**config.mk**
```make
export PLATFORM = sky130hd
export DESIGN_NAME = frame_sequence_replay_check_unit_flat
export DESIGN_NICKNAME = d
export VERILOG_FILES = /design/src/hw/rtl/fsrc_pkg.sv /design/src/hw/rtl/fsrc_frame_if.sv /design/src/hw/rtl/fsrc_result_if.sv /design/src/hw/rtl/fsrc_cfg_if.sv /design/src/hw/rtl/fsrc_cfg_regs.sv /design/src/hw/rtl/fsrc_classify.sv /design/src/hw/rtl/frame_sequence_replay_check_unit.sv /design/src/flat_wrapper.sv
export SDC_FILE = /design/constraint.sdc
export NUM_CORES = 1
export LEC_CHECK = 0
export BUFFER_PORTS_ARGS = -buffer_cell sky130_fd_sc_hd__buf_2
export CORE_AREA = 2 2 194 196
export CTS_BUF_LIST = sky130_fd_sc_hd__clkbuf_2
export DETAILED_ROUTE_END_ITERATION = 10
export DIE_AREA = 0 0 196 198
export GPL_TIMING_DRIVEN = 0
export PLACE_DENSITY = 0.79
export SYNTH_ARGS = -nofsm -noshare
export SYNTH_HDL_FRONTEND = slang
export SYNTH_SLANG_ARGS = --single-unit
```
**constraint.sdc**
```tcl
create_clock -name clk -period 4.79 [get_ports clk]
set_input_delay 0.958 -clock clk [delete_from_list [all_inputs] [get_ports clk]]
set_output_delay 0.958 -clock clk [all_outputs]
set_load 0.01 [all_outputs]
```
**src/hw/rtl/fsrc_pkg.sv**
```systemverilog
// Shared types and constants for the frame sequence replay check.
package fsrc_pkg;

  localparam int unsigned WordWidth     = 32;
  localparam int unsigned CfgIndexWidth = 3;

  typedef logic [WordWidth-1:0] word_t;

  // Forward jump allowed when the window register holds zero
  localparam word_t DefaultWindow = 32'd64;

  typedef enum logic [2:0] {
    VERDICT_OK        = 3'd0,
    VERDICT_MISMATCH  = 3'd1,
    VERDICT_DUPLICATE = 3'd2,
    VERDICT_GAP       = 3'd3,
    VERDICT_WINDOW    = 3'd4
  } verdict_t;

  typedef enum logic [CfgIndexWidth-1:0] {
    CFG_ENFORCE_SESSION      = 3'd0,
    CFG_REJECT_GAPS          = 3'd1,
    CFG_REJECT_BEYOND_WINDOW = 3'd2,
    CFG_MAX_JUMP             = 3'd3,
    CFG_BOUND_SESSION        = 3'd4
  } cfg_index_t;

  typedef struct packed {
    logic  enforce_session;
    logic  reject_gaps;
    logic  reject_beyond_window;
    word_t max_jump;
    word_t bound_session;
  } cfg_t;

  typedef struct packed {
    word_t highest;
    logic  started;
    word_t dup_count;
    word_t missed_total;
    word_t gap_rej_count;
    word_t win_rej_count;
    word_t mismatch_count;
  } track_state_t;

endpackage

```
**src/hw/rtl/fsrc_frame_if.sv**
```systemverilog
// Frame channel: session id and sequence number with valid/ready.
interface fsrc_frame_if;
  logic        valid;
  logic        ready;
  logic [31:0] frame_session;
  logic [31:0] frame_sequence;

  modport source (output valid, output frame_session, output frame_sequence, input ready);
  modport sink (input valid, input frame_session, input frame_sequence, output ready);
endinterface

```
**src/hw/rtl/fsrc_result_if.sv**
```systemverilog
// Result channel: verdict and tracking counters with valid/ready.
interface fsrc_result_if import fsrc_pkg::*; ();
  logic     valid;
  logic     ready;
  verdict_t verdict;
  word_t    highest_seen;
  logic     tracking_on;
  word_t    duplicate_count;
  word_t    missed_total;
  word_t    gap_reject_count;
  word_t    window_reject_count;
  word_t    mismatch_count;

  modport source (
    output valid, output verdict, output highest_seen, output tracking_on,
    output duplicate_count, output missed_total, output gap_reject_count,
    output window_reject_count, output mismatch_count, input ready
  );
  modport sink (
    input valid, input verdict, input highest_seen, input tracking_on,
    input duplicate_count, input missed_total, input gap_reject_count,
    input window_reject_count, input mismatch_count, output ready
  );
endinterface

```
**src/hw/rtl/fsrc_cfg_if.sv**
```systemverilog
// Configuration write channel: register index and data with valid/ready.
interface fsrc_cfg_if import fsrc_pkg::*; ();
  logic                     valid;
  logic                     ready;
  logic [CfgIndexWidth-1:0] index;
  word_t                    data;

  modport source (output valid, output index, output data, input ready);
  modport sink (input valid, input index, input data, output ready);
endinterface

```
**src/hw/rtl/fsrc_cfg_regs.sv**
```systemverilog
// Configuration register file written through the cfg channel.
module fsrc_cfg_regs import fsrc_pkg::*; (
  input  logic       clk,
  input  logic       rst,
  fsrc_cfg_if.sink   cfg,
  output cfg_t       regs
);

  assign cfg.ready = 1'b1;

  always_ff @(posedge clk) begin
    if (rst) begin
      regs <= '0;
    end else if (cfg.valid && cfg.ready) begin
      case (cfg.index)
        CFG_ENFORCE_SESSION:      regs.enforce_session      <= cfg.data[0];
        CFG_REJECT_GAPS:          regs.reject_gaps          <= cfg.data[0];
        CFG_REJECT_BEYOND_WINDOW: regs.reject_beyond_window <= cfg.data[0];
        CFG_MAX_JUMP:             regs.max_jump             <= cfg.data;
        CFG_BOUND_SESSION:        regs.bound_session        <= cfg.data;
        default: begin
          // drop writes to unmapped indexes
        end
      endcase
    end
  end

endmodule

```
**src/hw/rtl/fsrc_classify.sv**
```systemverilog
// Classification of one frame against the tracking state; gives the next state.
module fsrc_classify import fsrc_pkg::*; (
  input  cfg_t         cfg,
  input  track_state_t st,
  input  word_t        frame_session,
  input  word_t        frame_sequence,
  output verdict_t     verdict,
  output track_state_t st_next
);

  word_t win;
  word_t skipped;
  word_t win_limit;
  logic  mismatch;

  assign win       = (cfg.max_jump == '0) ? DefaultWindow : cfg.max_jump;
  assign skipped   = frame_sequence - st.highest - 32'd1;
  // wraps modulo 2^32 before the compare
  assign win_limit = st.highest + win;
  assign mismatch  = cfg.enforce_session && (cfg.bound_session != '0) &&
                     (frame_session != '0) && (frame_session != cfg.bound_session);

  always_comb begin
    st_next = st;
    verdict = VERDICT_OK;
    if (mismatch) begin
      st_next.mismatch_count = st.mismatch_count + 32'd1;
      verdict = VERDICT_MISMATCH;
    end else if (frame_sequence == '0) begin
      // unsequenced word: accept, leave state alone
    end else if (!st.started) begin
      st_next.highest = frame_sequence;
      st_next.started = 1'b1;
    end else if (frame_sequence <= st.highest) begin
      st_next.dup_count = st.dup_count + 32'd1;
      verdict = VERDICT_DUPLICATE;
    end else begin
      // skipped count is booked even when the word is then rejected
      if (skipped != '0) begin
        st_next.missed_total = st.missed_total + skipped;
      end
      if ((skipped != '0) && cfg.reject_gaps) begin
        st_next.gap_rej_count = st.gap_rej_count + 32'd1;
        verdict = VERDICT_GAP;
      end else if (cfg.reject_beyond_window && (frame_sequence > win_limit)) begin
        st_next.win_rej_count = st.win_rej_count + 32'd1;
        verdict = VERDICT_WINDOW;
      end else begin
        st_next.highest = frame_sequence;
      end
    end
  end

endmodule

```
**src/hw/rtl/frame_sequence_replay_check_unit.sv**
```systemverilog
// Top level of the frame sequence replay check: input register, classifier, result register.
//
//   channel | role | payload                                   | handshake
//   --------+------+-------------------------------------------+-------------
//   frame   | sink | frame_session, frame_sequence             | valid/ready
//   result  | src  | verdict, highest_seen, tracking_on, counts| valid/ready
//   cfg     | sink | index, data                               | valid/ready
//
// One frame per cycle sustained while the result is taken; a frame's result is presented
// once it has passed the input register, which it lands in on the accepting edge, and
// then the state/result register, which loads when the result is free to advance.
// The tracking state itself is the result register, so the next frame is classified against
// the updated state. Reset clears the state, the counters, the valid flags and the cfg registers.
// A stalled result holds the pipe; the input register refills while it drains.
module frame_sequence_replay_check_unit import fsrc_pkg::*; (
  input  logic          clk,
  input  logic          rst,
  fsrc_frame_if.sink    frame,
  fsrc_result_if.source result,
  fsrc_cfg_if.sink      cfg
);

  cfg_t         cfg_regs;
  logic         s1_valid;
  word_t        s1_session;
  word_t        s1_sequence;
  logic         out_valid;
  verdict_t     out_verdict;
  track_state_t st;
  track_state_t st_next;
  verdict_t     verdict_next;
  logic         advance;

  fsrc_cfg_regs u_cfg_regs (
    .clk  (clk),
    .rst  (rst),
    .cfg  (cfg),
    .regs (cfg_regs)
  );

  fsrc_classify u_classify (
    .cfg            (cfg_regs),
    .st             (st),
    .frame_session  (s1_session),
    .frame_sequence (s1_sequence),
    .verdict        (verdict_next),
    .st_next        (st_next)
  );

  assign advance     = s1_valid && (!out_valid || result.ready);
  assign frame.ready = !s1_valid || advance;

  always_ff @(posedge clk) begin
    if (rst) begin
      s1_valid <= 1'b0;
    end else if (frame.ready) begin
      s1_valid <= frame.valid;
    end
  end

  always_ff @(posedge clk) begin
    if (frame.valid && frame.ready) begin
      s1_session  <= frame.frame_session;
      s1_sequence <= frame.frame_sequence;
    end
  end

  // advance state and result together
  always_ff @(posedge clk) begin
    if (rst) begin
      st          <= '0;
      out_valid   <= 1'b0;
      out_verdict <= VERDICT_OK;
    end else if (advance) begin
      st          <= st_next;
      out_valid   <= 1'b1;
      out_verdict <= verdict_next;
    end else if (result.ready) begin
      out_valid   <= 1'b0;
    end
  end

  assign result.valid               = out_valid;
  assign result.verdict             = out_verdict;
  assign result.highest_seen        = st.highest;
  assign result.tracking_on         = st.started;
  assign result.duplicate_count     = st.dup_count;
  assign result.missed_total        = st.missed_total;
  assign result.gap_reject_count    = st.gap_rej_count;
  assign result.window_reject_count = st.win_rej_count;
  assign result.mismatch_count      = st.mismatch_count;

endmodule

```
**src/flat_wrapper.sv**
```systemverilog
// flat-port wrapper written by rule: the top's interface ports become plain ports
module frame_sequence_replay_check_unit_flat import fsrc_pkg::*;
  (clk, rst, frame_valid, frame_frame_session, frame_frame_sequence, frame_ready, result_valid, result_verdict, result_highest_seen, result_tracking_on, result_duplicate_count, result_missed_total, result_gap_reject_count, result_window_reject_count, result_mismatch_count, result_ready, cfg_valid, cfg_index, cfg_data, cfg_ready);
  fsrc_frame_if frame_i ();
  fsrc_result_if result_i ();
  fsrc_cfg_if cfg_i ();
  input  logic clk;
  input  logic rst;
  input wire logic [$bits(frame_i.valid)-1:0] frame_valid;
  input wire logic [$bits(frame_i.frame_session)-1:0] frame_frame_session;
  input wire logic [$bits(frame_i.frame_sequence)-1:0] frame_frame_sequence;
  output wire logic [$bits(frame_i.ready)-1:0] frame_ready;
  output wire logic [$bits(result_i.valid)-1:0] result_valid;
  output wire logic [$bits(result_i.verdict)-1:0] result_verdict;
  output wire logic [$bits(result_i.highest_seen)-1:0] result_highest_seen;
  output wire logic [$bits(result_i.tracking_on)-1:0] result_tracking_on;
  output wire logic [$bits(result_i.duplicate_count)-1:0] result_duplicate_count;
  output wire logic [$bits(result_i.missed_total)-1:0] result_missed_total;
  output wire logic [$bits(result_i.gap_reject_count)-1:0] result_gap_reject_count;
  output wire logic [$bits(result_i.window_reject_count)-1:0] result_window_reject_count;
  output wire logic [$bits(result_i.mismatch_count)-1:0] result_mismatch_count;
  input wire logic [$bits(result_i.ready)-1:0] result_ready;
  input wire logic [$bits(cfg_i.valid)-1:0] cfg_valid;
  input wire logic [$bits(cfg_i.index)-1:0] cfg_index;
  input wire logic [$bits(cfg_i.data)-1:0] cfg_data;
  output wire logic [$bits(cfg_i.ready)-1:0] cfg_ready;
  assign frame_i.valid = frame_valid;
  assign frame_i.frame_session = frame_frame_session;
  assign frame_i.frame_sequence = frame_frame_sequence;
  assign frame_ready = frame_i.ready;
  assign result_valid = result_i.valid;
  assign result_verdict = result_i.verdict;
  assign result_highest_seen = result_i.highest_seen;
  assign result_tracking_on = result_i.tracking_on;
  assign result_duplicate_count = result_i.duplicate_count;
  assign result_missed_total = result_i.missed_total;
  assign result_gap_reject_count = result_i.gap_reject_count;
  assign result_window_reject_count = result_i.window_reject_count;
  assign result_mismatch_count = result_i.mismatch_count;
  assign result_i.ready = result_ready;
  assign cfg_i.valid = cfg_valid;
  assign cfg_i.index = cfg_index;
  assign cfg_i.data = cfg_data;
  assign cfg_ready = cfg_i.ready;
  frame_sequence_replay_check_unit u_core (.clk(clk), .rst(rst), .frame(frame_i), .result(result_i), .cfg(cfg_i));
endmodule
```
==> results.py <==
metrics = {
    "global_routing": {
        "antenna_found_initial": 8,
        "grt_max_degree": 65,
        "grt_pass1_wl_mm": 94.79,
        "grt_pass1_vias": 18270,
        "grt-ovfl-total": 0,
        "grt_usage_pct": 30.57,
    },
    "power": {
        "leakage_nw": 9.874,
        "peakVddDrop_mv": 0.1870,
        "p_per_area_nw_per_um2": 267.1,
    },
    "cells_and_area": {
        "stdcell_count": 3277,
        "nets": 2970,
        "syn_to_final_growth_pct": 21.50,
        "final_cell_mix": "buf_2, dfxtp_1, nand2_1",
        "post-route-util_pct": 64.18,
        "drive_above_1_share_pct": 23.91,
        "final_common_cell": "buf_2",
    },
    "timing": {
        "slew_headroom_pct": 22.19,
        "fin_setup_tns_ps": -45640,
        "worst_clock_skew_ps": 93.86,
        "drv_slew": 0,
        "tightestPinTransition_ps": 1157,
        "hold_viol": 0,
        "setup_viol": 65,
        "fin_crit_ps": 5629,
        "fmax_mhz": 177.7,
        "whs_ps": 97.29,
        "rsz0062_at_grt": "true",
        "fin_crit_sh_pct": 117.5,
        "timing.final.ws_setup_ps": -839.0,
    },
    "synthesis": {
        "seq_area_frac_synth_pct": 37.02,
        "synth.distinct_cells": 80,
        "yosys_warnings": 0,
        "synth.avg_cell_area_um2": 8.551,
        "synthFlopType": "dfxtp_1",
        "synthArstFlopShare_pct": 0,
        "ys_top_cells_by_area": "dfxtp_1, edfxtp_1, ha_1, a21oi_1, nand2_1",
        "syn_nets": 2521,
        "syn_area_um2": 19520,
        "synth_cells": 2283,
        "yosysTopAreaCell": "dfxtp_1",
        "synth_top_area_share_pct": 27.18,
        "ys_seq_elements": 329,
        "synth_edf_count": 64,
    },
    "critical_path": {
        "crit_top_cell": "nand4_1",
        "cp_max_fo": 5,
        "cp.arrival_ps": 6580,
        "setup.worst_path.start_class": "flip-flop",
        "cp.required_ps": 5750,
        "max_stage_delay_ps": 410,
        "path_class": "reg -> reg",
        "r2r_start": "u_core.u_cfg_regs.regs[60]$_SDFFE_PP0P_",
        "worstSetupEndpointType": "flip-flop",
        "crit_start": "u_core.u_cfg_regs.regs[60]$_SDFFE_PP0P_",
        "slowest_stage": "or4_4",
    },
    "cts": {
        "cts_tree": "yes",
        "numCtsBuffers": 88,
        "cts.sinks": 329,
        "clk_pin_slew_ps": 120,
        "clk_latency_ps": 1060,
        "cts-root-buf": "clkbuf_2",
        "htree_levels": 3,
        "ctsLongestPathBuffers": 3,
    },
    "routing": {
        "drt_iter0_drc": 1105,
        "drtAntennaViolNets": 0,
        "wl_per_cell_um": 18.75,
        "routed_wl_mm": 61.44,
        "remaining_drc_errors": 0,
        "first_pass_iters": 5,
        "viasPerCell": 5.839,
        "vias": 19130,
    },
    "floorplan": {
        "core_um2": 36960,
        "num_io_pins": 303,
        "die_width_um": 196,
        "initial_core_util_pct": 52.82,
        "die_area_um2": 38810,
        "die_h_um": 198,
        "rows": 71,
    },
    "hold_path": {
        "min_path_type": "in -> reg",
        "hp-start": "frame_frame_sequence[26]",
    },
    "placed_design": {
        "post-place-ws_ps": -1589,
        "gp_congestion": 0.9655,
        "dp_hpwl_mm": 45.48,
        "numPortBuffers": 300,
        "dp.cells": 3058,
    },
    "flow_run": {
        "max-cap-violations": 0,
    },
    "outcome": {
        "outcome": "finished with violations",
        "violations": "negative setup slack",
    },
}
final timing paths:
| kind | to | slack, ps | depth (start not counted) |
|---|---|---|---|
| max reg2reg | u_core.result.window_reject_count[14]$_SDFFE_PP0P_ | -840 | 30 |
| min reg2reg | u_core.result.verdict[2]$_SDFFE_PP0P_ | 460 | 2 |
| min | u_core.s1_sequence[26]$_DFFE_PP_ | 100 | 1 |
| max | u_core.result.window_reject_count[14]$_SDFFE_PP0P_ | -840 | 30 |
power breakdown:
group          leakage (nW)  internal, mW  switching, mW  total [mW]
Sequential             2.77          2.89         0.0873        2.98
Clock                 0.617         0.833           1.24        2.08
Combinational          6.48         0.541          0.737        1.28
timing repair:
action | in CTS | in global routing
resized for setup | 62 | 117
buffers inserted | 14 | 46
hold buffers | 0 | 0
pin swaps | 48 | 66
endpoints found under the setup margin | 92 | 123
endpoints found under the hold margin | 0 | 0
cloned | 2 | 1
Yosys cell counts, types with 22 or more instances:
| library cell | count |
|---|---|
| dfxtp_1 | 265 |
| edfxtp_1 | 64 |
| nor2_1 | 173 |
| xor2_1 | 76 |
| inv_1 | 76 |
| o21ai_0 | 72 |
| ha_1 | 131 |
| clkbuf_1 | 99 |
| nand4_1 | 60 |
| or3_1 | 32 |
| and3_1 | 38 |
| nand2b_1 | 77 |
| nor3_1 | 37 |
| mux2i_1 | 58 |
| nand2_1 | 250 |
| nor2b_1 | 24 |
| nand3_1 | 57 |
| a21oi_1 | 220 |
| or4_1 | 22 |
| nor4_1 | 41 |
| xnor2_1 | 95 |
| a21o_1 | 52 |
per-layer routing:
metal	GRT usage, %	share of wire, %	routed length, µm	vias up
li1	-	-	-	9118
met1	37.85	42	25550	9073
met2	50.03	46	28320	770
met3	8.295	8.6	5292	167
met4	13.52	3.6	2232	6
met5	0	0.068	42	-
critical path: cells and delay by family, from the launching register on:
family,cells,cell delay [ps]
and+or+nand+nor,8,1740
buffers and inverters,4,580
AOI/OAI and AO/OA,16,2410
adders and majority gates,2,490
DFF,1,360
cell type report:
| type | count | area (µm²) |
|---|---|---|
| Buffer | 117 | 574.3 |
| Multi-Input combinational cell | 1758 | 12180 |
| Inverter | 76 | 285.3 |
| Timing Repair Buffer | 362 | 2007 |
| Tap cell | 474 | 593.1 |
| Clock buffer | 129 | 645.6 |
| Fill cell | 3200 | 13240 |
| Sequential cell | 329 | 7247 |
| Clock inverter | 27 | 170.2 |
| Antenna cell | 5 | 12.51 |
cells by family (layout without fill, tap and decap cells):
| group | Yosys count | in the layout | share of synthesized area, % |
|---|---|---|---|
| mux | 64 | 64 | 3.320 |
| other cells | 1 | 6 | 0.01921 |
| simple gates | 892 | 892 | 23.40 |
| compound gates | 495 | 496 | 15.79 |
| buf+inv | 197 | 711 | 4.076 |
| xor+xnor | 171 | 171 | 7.672 |
| fa+ha+maj | 134 | 134 | 8.704 |
| flops | 329 | 329 | 37.02 |
sequential cells by signal (all words and copies together), names as in the netlist, 3 cells and up:
register,flops
u_core.result.highest_seen,32
u_core.result.window_reject_count,32
u_core.result.mismatch_count,32
u_core.s1_session,32
u_core.result.missed_total,32
u_core.u_cfg_regs.regs,67
u_core.result.gap_reject_count,32
u_core.s1_sequence,32
u_core.result.verdict,3
u_core.result.duplicate_count,32
stage by stage:
stage / power, mW / instance area (µm²)
floorplan: 3.813 / 19570
global placement: 4.114 / 21670
detailed placement: 4.147 / 21680
CTS: 6.232 / 22850
global route: 6.627 / 23710
finish: 6.334 / 23720
No activity file was read; power rests on OpenSTA's default activity.
